### src/design/ipv4_receive_filter_top_defines.svh
// Assertion macros for the IPv4 receive filter.
`ifndef IPV4_RECEIVE_FILTER_TOP_DEFINES_SVH
`define IPV4_RECEIVE_FILTER_TOP_DEFINES_SVH

`ifndef SYNTHESIS
// Same-cycle implication, disabled in reset.
`define IRF_ASSERT_IMPL(label, clk, rst_n, ante, cons, msg) \
  label: assert property (@(posedge clk) disable iff (!rst_n) (ante) |-> (cons)) \
    else $error(msg);
// Next-cycle implication, disabled in reset.
`define IRF_ASSERT_NEXT(label, clk, rst_n, ante, cons, msg) \
  label: assert property (@(posedge clk) disable iff (!rst_n) (ante) |=> (cons)) \
    else $error(msg);
`else
`define IRF_ASSERT_IMPL(label, clk, rst_n, ante, cons, msg)
`define IRF_ASSERT_NEXT(label, clk, rst_n, ante, cons, msg)
`endif

`endif

### src/design/irf_pkg.sv
// Types and constants shared by the IPv4 receive filter files.
`timescale 1ns / 1ps

package irf_pkg;

  typedef enum logic [3:0] {
    VERDICT_ACCEPT    = 4'd0,
    VERDICT_SHORT     = 4'd1,
    VERDICT_VERSION   = 4'd2,
    VERDICT_HDRLEN    = 4'd3,
    VERDICT_TRUNCATED = 4'd4,
    VERDICT_CHECKSUM  = 4'd5,
    VERDICT_NOT_OURS  = 4'd6,
    VERDICT_BAD_SRC   = 4'd7,
    VERDICT_FRAGMENT  = 4'd8
  } verdict_t;

  typedef enum logic [1:0] {
    CLASS_OTHER = 2'd0,
    CLASS_ICMP  = 2'd1,
    CLASS_UDP   = 2'd2,
    CLASS_TCP   = 2'd3
  } proto_class_t;

  typedef enum logic [1:0] {
    REG_LOCAL_ADDRESS   = 2'd0,
    REG_SUBNET_MASK     = 2'd1,
    REG_ADDRESS_VALID   = 2'd2,
    REG_CHECKSUM_BY_NIC = 2'd3
  } cfg_index_t;

  localparam int CFG_INDEX_W = 2;
  localparam int CFG_DATA_W  = 32;

  localparam int          MIN_HEADER_BYTES = 20;
  localparam logic [3:0]  IP_VERSION       = 4'd4;
  localparam int          IHL_SHIFT        = 2;   // IHL counts 4-byte words
  localparam logic [7:0]  PROTO_ICMP       = 8'd1;
  localparam logic [7:0]  PROTO_TCP        = 8'd6;
  localparam logic [7:0]  PROTO_UDP        = 8'd17;
  localparam logic [3:0]  MCAST_NIBBLE     = 4'hE;
  localparam logic [15:0] FRAG_MASK        = 16'h3FFF;
  localparam logic [15:0] CSUM_GOOD        = 16'hFFFF;

  // Header byte offsets
  localparam int OFF_VER_IHL  = 0;
  localparam int OFF_TLEN_HI  = 2;
  localparam int OFF_TLEN_LO  = 3;
  localparam int OFF_FRAG_HI  = 6;
  localparam int OFF_FRAG_LO  = 7;
  localparam int OFF_PROTO    = 9;
  localparam int OFF_SRC_LO   = 12;
  localparam int OFF_SRC_HI   = 15;
  localparam int OFF_DST_LO   = 16;
  localparam int OFF_DST_HI   = 19;

endpackage

### src/design/irf_channels.sv
// Valid/ready channel interfaces for packet bytes, verdicts and register writes.
`timescale 1ns / 1ps

interface irf_byte_if;
  logic       valid;
  logic       ready;
  logic [7:0] pkt_byte;
  logic       last_byte;
  logic       nic_csum_checked;
  logic       nic_csum_good;

  modport source (output valid, pkt_byte, last_byte, nic_csum_checked, nic_csum_good,
                  input ready);
  modport sink   (input valid, pkt_byte, last_byte, nic_csum_checked, nic_csum_good,
                  output ready);
endinterface

interface irf_verdict_if;
  logic        valid;
  logic        ready;
  logic [3:0]  verdict;
  logic [1:0]  proto_class;
  logic [7:0]  protocol_number;
  logic [5:0]  header_bytes;
  logic [15:0] payload_bytes;

  modport source (output valid, verdict, proto_class, protocol_number, header_bytes,
                  payload_bytes, input ready);
  modport sink   (input valid, verdict, proto_class, protocol_number, header_bytes,
                  payload_bytes, output ready);
endinterface

interface irf_cfg_if;
  logic                          valid;
  logic                          ready;
  logic [irf_pkg::CFG_INDEX_W-1:0] index;
  logic [irf_pkg::CFG_DATA_W-1:0]  data;

  modport source (output valid, index, data, input ready);
  modport sink   (input valid, index, data, output ready);
endinterface

### src/design/ipv4_receive_filter_top.sv
// IPv4 receive filter: byte-wise header capture, checksum and verdict generation.
// Takes one packet byte per beat, header first, and on the beat flagged last_byte
// gives one verdict beat (accept or the first failing check) with protocol class,
// header size and payload size. One byte is accepted every clock cycle; the only
// stall is back-pressure on the verdict channel, which holds input while a verdict
// waits and out_ch.ready is low. The verdict is registered and shows on out_ch in
// the cycle after the last byte is accepted. Header fields and the ones-complement
// sum are updated in the cycle a byte is taken and the verdict is registered straight
// from those updated values. Register writes are always taken (cfg_ch.ready is tied
// high) and must only happen while no packet is in flight.
`timescale 1ns / 1ps
`include "ipv4_receive_filter_top_defines.svh"

module ipv4_receive_filter_top #(
  parameter int COUNT_WIDTH = 16
) (
  input  logic          clk,
  input  logic          rst_n,
  irf_byte_if.sink      in_ch,
  irf_verdict_if.source out_ch,
  irf_cfg_if.sink       cfg_ch
);

  localparam logic [COUNT_WIDTH-1:0] COUNT_MAX = '1;

  // configuration
  logic [31:0] local_addr_r;
  logic [31:0] subnet_mask_r;
  logic        addr_valid_r;
  logic        csum_by_nic_r;

  // per-packet state
  logic [COUNT_WIDTH-1:0] byte_count_r, byte_count_nxt;
  logic [7:0]  version_ihl_r, version_ihl_nxt;
  logic [15:0] total_length_r, total_length_nxt;
  logic [15:0] frag_field_r, frag_field_nxt;
  logic [7:0]  protocol_r, protocol_nxt;
  logic [31:0] src_addr_r, src_addr_nxt;
  logic [31:0] dst_addr_r, dst_addr_nxt;
  logic [7:0]  high_hold_r, high_hold_nxt;
  logic [15:0] ones_sum_r, ones_sum_nxt;

  // verdict register
  logic                  out_valid_r;
  irf_pkg::verdict_t     verdict_r, verdict_nxt;
  irf_pkg::proto_class_t class_r, class_nxt;
  logic [7:0]            proto_num_r;
  logic [5:0]            hdr_bytes_r;
  logic [15:0]           payload_r, payload_nxt;

  logic                   in_ready;
  logic                   in_acc;
  logic [COUNT_WIDTH-1:0] pos;
  logic [5:0]             hlen;
  logic [16:0]            sum_wide;
  logic                   dst_bcast;
  logic                   not_ours;
  logic                   src_bad;
  logic                   csum_bad;

  assign in_ready     = !out_valid_r || out_ch.ready;
  assign in_ch.ready  = in_ready;
  assign in_acc       = in_ch.valid && in_ready;
  assign cfg_ch.ready = 1'b1;

  always_ff @(posedge clk) begin
    if (!rst_n) begin
      local_addr_r  <= '0;
      subnet_mask_r <= '0;
      addr_valid_r  <= 1'b0;
      csum_by_nic_r <= 1'b0;
    end else if (cfg_ch.valid) begin
      case (irf_pkg::cfg_index_t'(cfg_ch.index))
        irf_pkg::REG_LOCAL_ADDRESS:   local_addr_r  <= cfg_ch.data;
        irf_pkg::REG_SUBNET_MASK:     subnet_mask_r <= cfg_ch.data;
        irf_pkg::REG_ADDRESS_VALID:   addr_valid_r  <= cfg_ch.data[0];
        irf_pkg::REG_CHECKSUM_BY_NIC: csum_by_nic_r <= cfg_ch.data[0];
        default: ;
      endcase
    end
  end

  // header capture and running sum for this beat
  always_comb begin
    pos              = byte_count_r;
    version_ihl_nxt  = version_ihl_r;
    total_length_nxt = total_length_r;
    frag_field_nxt   = frag_field_r;
    protocol_nxt     = protocol_r;
    src_addr_nxt     = src_addr_r;
    dst_addr_nxt     = dst_addr_r;
    high_hold_nxt    = high_hold_r;
    ones_sum_nxt     = ones_sum_r;
    sum_wide         = '0;

    if (pos == COUNT_WIDTH'(irf_pkg::OFF_VER_IHL)) version_ihl_nxt = in_ch.pkt_byte;
    hlen = {version_ihl_nxt[3:0], {irf_pkg::IHL_SHIFT{1'b0}}};

    if (pos == COUNT_WIDTH'(irf_pkg::OFF_TLEN_HI))
      total_length_nxt = {in_ch.pkt_byte, total_length_r[7:0]};
    if (pos == COUNT_WIDTH'(irf_pkg::OFF_TLEN_LO))
      total_length_nxt = {total_length_r[15:8], in_ch.pkt_byte};
    if (pos == COUNT_WIDTH'(irf_pkg::OFF_FRAG_HI))
      frag_field_nxt = {in_ch.pkt_byte, frag_field_r[7:0]};
    if (pos == COUNT_WIDTH'(irf_pkg::OFF_FRAG_LO))
      frag_field_nxt = {frag_field_r[15:8], in_ch.pkt_byte};
    if (pos == COUNT_WIDTH'(irf_pkg::OFF_PROTO))
      protocol_nxt = in_ch.pkt_byte;
    if (pos >= COUNT_WIDTH'(irf_pkg::OFF_SRC_LO) && pos <= COUNT_WIDTH'(irf_pkg::OFF_SRC_HI))
      src_addr_nxt = {src_addr_r[23:0], in_ch.pkt_byte};
    if (pos >= COUNT_WIDTH'(irf_pkg::OFF_DST_LO) && pos <= COUNT_WIDTH'(irf_pkg::OFF_DST_HI))
      dst_addr_nxt = {dst_addr_r[23:0], in_ch.pkt_byte};

    // header words only; sum stays folded to 16 bits
    if (pos < COUNT_WIDTH'(hlen)) begin
      if (!pos[0]) begin
        high_hold_nxt = in_ch.pkt_byte;
      end else begin
        sum_wide     = {1'b0, ones_sum_r} + {1'b0, high_hold_r, in_ch.pkt_byte};
        ones_sum_nxt = sum_wide[15:0] + 16'(sum_wide[16]);
      end
    end

    byte_count_nxt = (pos != COUNT_MAX) ? pos + 1'b1 : pos;
  end

  // verdict from the updated fields
  always_comb begin
    csum_bad = csum_by_nic_r ? !(in_ch.nic_csum_checked && in_ch.nic_csum_good)
                             : (ones_sum_nxt != irf_pkg::CSUM_GOOD);

    if (dst_addr_nxt == '1)
      dst_bcast = 1'b1;
    else if (dst_addr_nxt == local_addr_r)
      dst_bcast = 1'b0;
    else
      dst_bcast = ((dst_addr_nxt & subnet_mask_r) == (local_addr_r & subnet_mask_r)) &&
                  ((dst_addr_nxt & ~subnet_mask_r) == ~subnet_mask_r);

    not_ours = (protocol_nxt != irf_pkg::PROTO_UDP) &&
               (!addr_valid_r || (!dst_bcast && dst_addr_nxt != local_addr_r));
    src_bad  = (src_addr_nxt == '1) || (src_addr_nxt[31:28] == irf_pkg::MCAST_NIBBLE);

    if (byte_count_nxt < COUNT_WIDTH'(irf_pkg::MIN_HEADER_BYTES))
      verdict_nxt = irf_pkg::VERDICT_SHORT;
    else if (version_ihl_nxt[7:4] != irf_pkg::IP_VERSION)
      verdict_nxt = irf_pkg::VERDICT_VERSION;
    else if (hlen < 6'(irf_pkg::MIN_HEADER_BYTES) || total_length_nxt < 16'(hlen))
      verdict_nxt = irf_pkg::VERDICT_HDRLEN;
    else if (byte_count_nxt < COUNT_WIDTH'(total_length_nxt))
      verdict_nxt = irf_pkg::VERDICT_TRUNCATED;
    else if (csum_bad)
      verdict_nxt = irf_pkg::VERDICT_CHECKSUM;
    else if (not_ours)
      verdict_nxt = irf_pkg::VERDICT_NOT_OURS;
    else if (src_bad)
      verdict_nxt = irf_pkg::VERDICT_BAD_SRC;
    else if ((frag_field_nxt & irf_pkg::FRAG_MASK) != '0)
      verdict_nxt = irf_pkg::VERDICT_FRAGMENT;
    else
      verdict_nxt = irf_pkg::VERDICT_ACCEPT;

    case (protocol_nxt)
      irf_pkg::PROTO_ICMP: class_nxt = irf_pkg::CLASS_ICMP;
      irf_pkg::PROTO_UDP:  class_nxt = irf_pkg::CLASS_UDP;
      irf_pkg::PROTO_TCP:  class_nxt = irf_pkg::CLASS_TCP;
      default:             class_nxt = irf_pkg::CLASS_OTHER;
    endcase

    payload_nxt = (verdict_nxt == irf_pkg::VERDICT_ACCEPT)
                  ? total_length_nxt - 16'(hlen) : '0;
  end

  always_ff @(posedge clk) begin
    if (!rst_n) begin
      byte_count_r   <= '0;
      version_ihl_r  <= '0;
      total_length_r <= '0;
      frag_field_r   <= '0;
      protocol_r     <= '0;
      src_addr_r     <= '0;
      dst_addr_r     <= '0;
      high_hold_r    <= '0;
      ones_sum_r     <= '0;
    end else if (in_acc) begin
      if (in_ch.last_byte) begin
        // packet done: start clean for the next one
        byte_count_r   <= '0;
        version_ihl_r  <= '0;
        total_length_r <= '0;
        frag_field_r   <= '0;
        protocol_r     <= '0;
        src_addr_r     <= '0;
        dst_addr_r     <= '0;
        high_hold_r    <= '0;
        ones_sum_r     <= '0;
      end else begin
        byte_count_r   <= byte_count_nxt;
        version_ihl_r  <= version_ihl_nxt;
        total_length_r <= total_length_nxt;
        frag_field_r   <= frag_field_nxt;
        protocol_r     <= protocol_nxt;
        src_addr_r     <= src_addr_nxt;
        dst_addr_r     <= dst_addr_nxt;
        high_hold_r    <= high_hold_nxt;
        ones_sum_r     <= ones_sum_nxt;
      end
    end
  end

  always_ff @(posedge clk) begin
    if (!rst_n) begin
      out_valid_r <= 1'b0;
    end else if (in_acc && in_ch.last_byte) begin
      out_valid_r <= 1'b1;
    end else if (out_ch.ready) begin
      out_valid_r <= 1'b0;
    end
  end

  always_ff @(posedge clk) begin
    if (in_acc && in_ch.last_byte) begin
      verdict_r   <= verdict_nxt;
      class_r     <= class_nxt;
      proto_num_r <= protocol_nxt;
      hdr_bytes_r <= hlen;
      payload_r   <= payload_nxt;
    end
  end

  assign out_ch.valid           = out_valid_r;
  assign out_ch.verdict         = verdict_r;
  assign out_ch.proto_class     = class_r;
  assign out_ch.protocol_number = proto_num_r;
  assign out_ch.header_bytes    = hdr_bytes_r;
  assign out_ch.payload_bytes   = payload_r;

  `IRF_ASSERT_NEXT(a_verdict_follows_last, clk, rst_n, in_acc && in_ch.last_byte, out_valid_r, "no verdict after last byte")
  `IRF_ASSERT_NEXT(a_count_cleared, clk, rst_n, in_acc && in_ch.last_byte, byte_count_r == '0, "byte count not cleared after packet")
  `IRF_ASSERT_IMPL(a_accept_hdr_min, clk, rst_n, out_valid_r && verdict_r == irf_pkg::VERDICT_ACCEPT, hdr_bytes_r >= 6'(irf_pkg::MIN_HEADER_BYTES), "accepted packet with short header")
  `IRF_ASSERT_IMPL(a_reject_no_payload, clk, rst_n, out_valid_r && verdict_r != irf_pkg::VERDICT_ACCEPT, payload_r == '0, "payload size on rejected packet")

endmodule

### src/flat_wrapper.sv
// flat-port wrapper written by rule: the top's interface ports become plain ports
module ipv4_receive_filter_top_flat 
#(
  parameter int COUNT_WIDTH = 16
)
  (clk, rst_n, in_ch_valid, in_ch_pkt_byte, in_ch_last_byte, in_ch_nic_csum_checked, in_ch_nic_csum_good, in_ch_ready, out_ch_valid, out_ch_verdict, out_ch_proto_class, out_ch_protocol_number, out_ch_header_bytes, out_ch_payload_bytes, out_ch_ready, cfg_ch_valid, cfg_ch_index, cfg_ch_data, cfg_ch_ready);
  irf_byte_if in_ch_i ();
  irf_verdict_if out_ch_i ();
  irf_cfg_if cfg_ch_i ();
  input  logic clk;
  input  logic rst_n;
  input wire logic [$bits(in_ch_i.valid)-1:0] in_ch_valid;
  input wire logic [$bits(in_ch_i.pkt_byte)-1:0] in_ch_pkt_byte;
  input wire logic [$bits(in_ch_i.last_byte)-1:0] in_ch_last_byte;
  input wire logic [$bits(in_ch_i.nic_csum_checked)-1:0] in_ch_nic_csum_checked;
  input wire logic [$bits(in_ch_i.nic_csum_good)-1:0] in_ch_nic_csum_good;
  output wire logic [$bits(in_ch_i.ready)-1:0] in_ch_ready;
  output wire logic [$bits(out_ch_i.valid)-1:0] out_ch_valid;
  output wire logic [$bits(out_ch_i.verdict)-1:0] out_ch_verdict;
  output wire logic [$bits(out_ch_i.proto_class)-1:0] out_ch_proto_class;
  output wire logic [$bits(out_ch_i.protocol_number)-1:0] out_ch_protocol_number;
  output wire logic [$bits(out_ch_i.header_bytes)-1:0] out_ch_header_bytes;
  output wire logic [$bits(out_ch_i.payload_bytes)-1:0] out_ch_payload_bytes;
  input wire logic [$bits(out_ch_i.ready)-1:0] out_ch_ready;
  input wire logic [$bits(cfg_ch_i.valid)-1:0] cfg_ch_valid;
  input wire logic [$bits(cfg_ch_i.index)-1:0] cfg_ch_index;
  input wire logic [$bits(cfg_ch_i.data)-1:0] cfg_ch_data;
  output wire logic [$bits(cfg_ch_i.ready)-1:0] cfg_ch_ready;
  assign in_ch_i.valid = in_ch_valid;
  assign in_ch_i.pkt_byte = in_ch_pkt_byte;
  assign in_ch_i.last_byte = in_ch_last_byte;
  assign in_ch_i.nic_csum_checked = in_ch_nic_csum_checked;
  assign in_ch_i.nic_csum_good = in_ch_nic_csum_good;
  assign in_ch_ready = in_ch_i.ready;
  assign out_ch_valid = out_ch_i.valid;
  assign out_ch_verdict = out_ch_i.verdict;
  assign out_ch_proto_class = out_ch_i.proto_class;
  assign out_ch_protocol_number = out_ch_i.protocol_number;
  assign out_ch_header_bytes = out_ch_i.header_bytes;
  assign out_ch_payload_bytes = out_ch_i.payload_bytes;
  assign out_ch_i.ready = out_ch_ready;
  assign cfg_ch_i.valid = cfg_ch_valid;
  assign cfg_ch_i.index = cfg_ch_index;
  assign cfg_ch_i.data = cfg_ch_data;
  assign cfg_ch_ready = cfg_ch_i.ready;
  ipv4_receive_filter_top #(.COUNT_WIDTH(COUNT_WIDTH)) u_core (.clk(clk), .rst_n(rst_n), .in_ch(in_ch_i), .out_ch(out_ch_i), .cfg_ch(cfg_ch_i));
endmodule
### config.mk
export PLATFORM = sky130hd
export DESIGN_NAME = ipv4_receive_filter_top_flat
export DESIGN_NICKNAME = d
export VERILOG_FILES = /design/src/design/irf_pkg.sv /design/src/design/irf_channels.sv /design/src/design/ipv4_receive_filter_top.sv /design/src/flat_wrapper.sv
export VERILOG_INCLUDE_DIRS = /design/src /design/src/design
export SDC_FILE = /design/constraint.sdc
export NUM_CORES = 1
export LEC_CHECK = 0
export ABC_AREA = 0
export BUFFER_PORTS_ARGS = -buffer_cell sky130_fd_sc_hd__buf_2
export CORE_MARGIN = 1.5
export CORE_UTILIZATION = 54
export DETAILED_ROUTE_END_ITERATION = 16
export GPL_TIMING_DRIVEN = 1
export PLACE_DENSITY = 0.72
export SLEW_MARGIN = 20
export SYNTH_ARGS = -nofsm -noshare
export SYNTH_HDL_FRONTEND = slang
export SYNTH_SLANG_ARGS = --single-unit
### constraint.sdc
create_clock -name clk -period 6.6 [get_ports clk]
set_input_delay 0.66 -clock clk [delete_from_list [all_inputs] [get_ports clk]]
set_output_delay 0.66 -clock clk [all_outputs]
set_load 0.01 [all_outputs]
==> results.yml <==
cts:
  cts_max_path_buffers: 3
  clk_latency_ps: 550
  postCtsSetupRepairBufs: 0
  cts_tree: "built"
  cts_resized: 0
  postCtsHoldBufs: 0
  path_clk_slew_ps: 60
  cts_sinks: 251
  htree_levels: 1
  clockRootBuffer: "clkbuf_16"
  cts_buffers: 28
power_and_ir_drop:
  clkPwrFrac_pct: 44.8
  comb_power_share_pct: 9.2
  swShare_pct: 25.4
  p_per_area_nw_per_um2: 206
  internal_power_mw: 2.61
  leakage_nw: 6.26
  pwr-share-seq_pct: 46.0
  power.total_mw: 3.50
  vdd_drop_max_mv: 0.232
  p_switching_mw: 0.887
setup_path:
  crit_buf_inv: 0
  timing.rr.start: "u_core.ones_sum_r[0]$_SDFFE_PN0P_"
  critPathRequiredTime_ps: 6980
  critPathTopFamily: "compound AO/OA/AOI/OAI gates"
  crit_start: "u_core.ones_sum_r[0]$_SDFFE_PN0P_"
  path_common_cell: "ha_1"
  arrival_ps: 6010
  path_max_fanout: 16
  critPathKind: "register to register"
  max_stage_delay_ps: 510
  crit_path_start_kind: "register"
  worstSetupEndpointType: "register"
  path_cells: "ha_1 > fa_1 > a211oi_2 > o31ai_4 > nand3_1 > a21boi_1 > o21ai_0 > a21oi_1 > o21ai_0 > nand2b_1 > ha_1 > ha_1 > and2_1 > or4_1 > mux2i_1 > a2bb2oi_1 > o41a_1 > a311oi_2 > o2111ai_4 > nor3_1"
  slowest_stage: "a311oi_2"
floorplanning:
  ios: 89
  dieWidth_um: 173
  initial_core_util_pct: 55.4
  core_um2: 28100
  dieHeight_um: 173
  std_cell_rows: 61
  dieArea_um2: 29800
routing:
  drtIter0Drc: 1614
  wl_per_cell_um: 22.4
  vias_per_cell: 6.39
  ant_nets: 0
  first_pass_iters: 6
  via_count: 14500
  drc: 0
  drt_wl_total_mm: 50.9
final_layout:
  nFillCells: 2592
  antenna_cells: 0
  layout.nets: 1973
  layout-drive-gt1-share_pct: 11.1
  syn_to_final_growth_pct: 9.27
global_route:
  grt.total_usage_pct: 33.5
  grt-ovfl-total: 0
  antenna_found_initial: 0
  grt_first_pass_wirelength_mm: 79.5
  grt_max_degree: 127
  grt_pass1_vias: 13700
sta:
  finalClockSkew_ps: 13.6
  finalHoldViolCount: 0
  report.final.setup_viol: 0
  worstMarginPinSlew_ps: 1040
  clock.fmax_mhz: 177
  min_period_ps: 5640
  relSlewSlack_pct: 30.1
  slew_violations: 0
  grt_setup_unrepaired: "no"
  finalCritPeriodShare_pct: 85.4
  fin_ws_ps: 961
  fin_tns_setup_ps: 0
placement:
  port_buffers: 85
  gp_congestion: 1.02
  dp_hpwl_mm: 36.3
  dp_slack_ps: 567
logic_synthesis:
  synth_cells: 1874
  yosysWarningCount: 0
  syn_area_um2: 15600
  synth_top_cell_area_share_pct: 27.9
  async_flop_share_pct: 0
  synth_ff_type: "dfxtp_1"
  synth_seq_cells: 251
  synth.area.top_cells: "dfxtp_1 (28%), nor2b_1 (6.6%), edfxtp_1 (6.6%)"
  synth_edf_count: 34
  syn_avg_cell_area_um2: 8.30
  synth.largest_area_cell: "dfxtp_1"
  yosysSeqAreaShare_pct: 34.5
  post_synth_num_cell_types: 91
status:
  status: "finished, final reports clean"
hold_path:
  hp-class: "primary input to register"
  worstHoldStart: "cfg_ch_data[31]"
job:
  cap_violations: 0
[flip-flops by register name, summed over array words and instances (netlist names), 8 cells and up]
| name | count |
|---|---|
| u_core.byte_count_r | 16 |
| u_core.dst_addr_r | 32 |
| u_core.frag_field_r | 14 |
| u_core.high_hold_r | 8 |
| u_core.local_addr_r | 32 |
| u_core.ones_sum_r | 16 |
| u_core.out_ch.payload_bytes | 16 |
| u_core.out_ch.protocol_number | 8 |
| u_core.protocol_r | 8 |
| u_core.src_addr_r | 32 |
| u_core.subnet_mask_r | 32 |
| u_core.total_length_r | 16 |
| u_core.version_ihl_r | 8 |
[power by group through the flow]
stage,logic (mW),clock network [mW],registers (mW)
floorplan,0.208,0,1.63
global placement,0.315,0,1.64
detailed placement,0.316,0,1.64
CTS,0.318,1.59,1.61
global route,0.349,1.65,1.61
finish,0.322,1.57,1.61
[stage by stage]
stage	utilization (%)	area (um^2)	hold WS [ps]	std cells
5_1_grt	60.5	17000	366	2276
3_3_place_gp	57.2	16100	452	2225
3_5_place_dp	57.2	16100	464	2225
6_report	60.5	17000	364	2276
2_1_floorplan	-	15600	439	1875
4_1_cts	60.5	17000	348	2276
[kinds of logic (layout without fill, tap and decap cells)]
family	after synthesis	count (layout)	share of synthesized area (%)
buf+inv	170	193	4.41
flops	251	251	34.5
mux	47	47	3.54
other cells	2	3	0.0483
fa+ha+maj	46	46	3.80
xor+xnor	92	92	5.18
compound gates	445	445	20.8
simple gates	821	821	27.7
[synth_stat cells, types with 10 or more instances]
master,n
nand3b_1,18
a22oi_1,131
mux2_2,15
xor2_1,58
nor4_1,32
a21oi_1,30
o21ai_0,59
nand4_1,46
dfxtp_1,217
nor2_2,10
a21boi_0,69
and2_1,26
a21o_1,10
inv_1,36
mux2i_1,28
o22ai_1,30
nor2b_1,164
xnor2_1,34
nor2_1,97
nand2b_1,20
nor3_1,32
edfxtp_1,34
nand3_1,44
ha_1,44
clkbuf_1,114
nand2_1,259
and3_1,15
[worst paths after layout]
kind	end	slack [ps]	depth (start not counted)
max	u_core.out_ch.payload_bytes[4]$_SDFFCE_PP0P_	960	20
min	u_core.local_addr_r[31]$_SDFFE_PN0P_	360	3
max reg2reg	u_core.out_ch.payload_bytes[4]$_SDFFCE_PP0P_	960	20
min reg2reg	u_core.subnet_mask_r[17]$_SDFFE_PN0P_	470	2
[layer usage]
metal | vias up | wire, um | global-route usage [%] | part of all wire [%]
met1 | 6994 | 21700 | 44.8 | 43
li1 | 6771 | - | - | -
met5 | - | 0 | 0 | 0
met2 | 634 | 23200 | 54.1 | 46
met4 | 0 | 2230 | 13.9 | 4.4
met3 | 139 | 3790 | 4.90 | 7.4
[worst register-to-register path, cell delays in order, from the launching register on]
cell,delay [ps]
dfxtp_1,330
ha_1,220
fa_1,430
a211oi_2,440
o31ai_4,160
nand3_1,120
a21boi_1,170
o21ai_0,200
a21oi_1,80
o21ai_0,290
nand2b_1,100
ha_1,240
ha_1,210
and2_1,210
or4_1,410
mux2i_1,140
a2bb2oi_1,80
o41a_1,430
a311oi_2,510
o2111ai_4,370
nor3_1,320
[placed cells by master, fill, tap and decap left out, types with 46 or more instances in the layout]
master / count
a21boi_0: 69
a22oi_1: 131
buf_2: 84
dfxtp_1: 217
nand2_1: 259
nand4_1: 46
nor2_1: 97
nor2b_1: 164
o21ai_0: 58
xor2_1: 58
[cell type report]
class	instances	area, um^2	share of cell area [%]
inverter	36	135	0.795
multi-input combinational	1454	9520	56.0
tap	378	473	2.78
clock buffer	38	800	4.70
clock inverter	13	124	0.729
sequential	251	5370	31.6
timing repair buffer	106	586	3.44
Note: power is estimated with default switching activity, not from simulation.
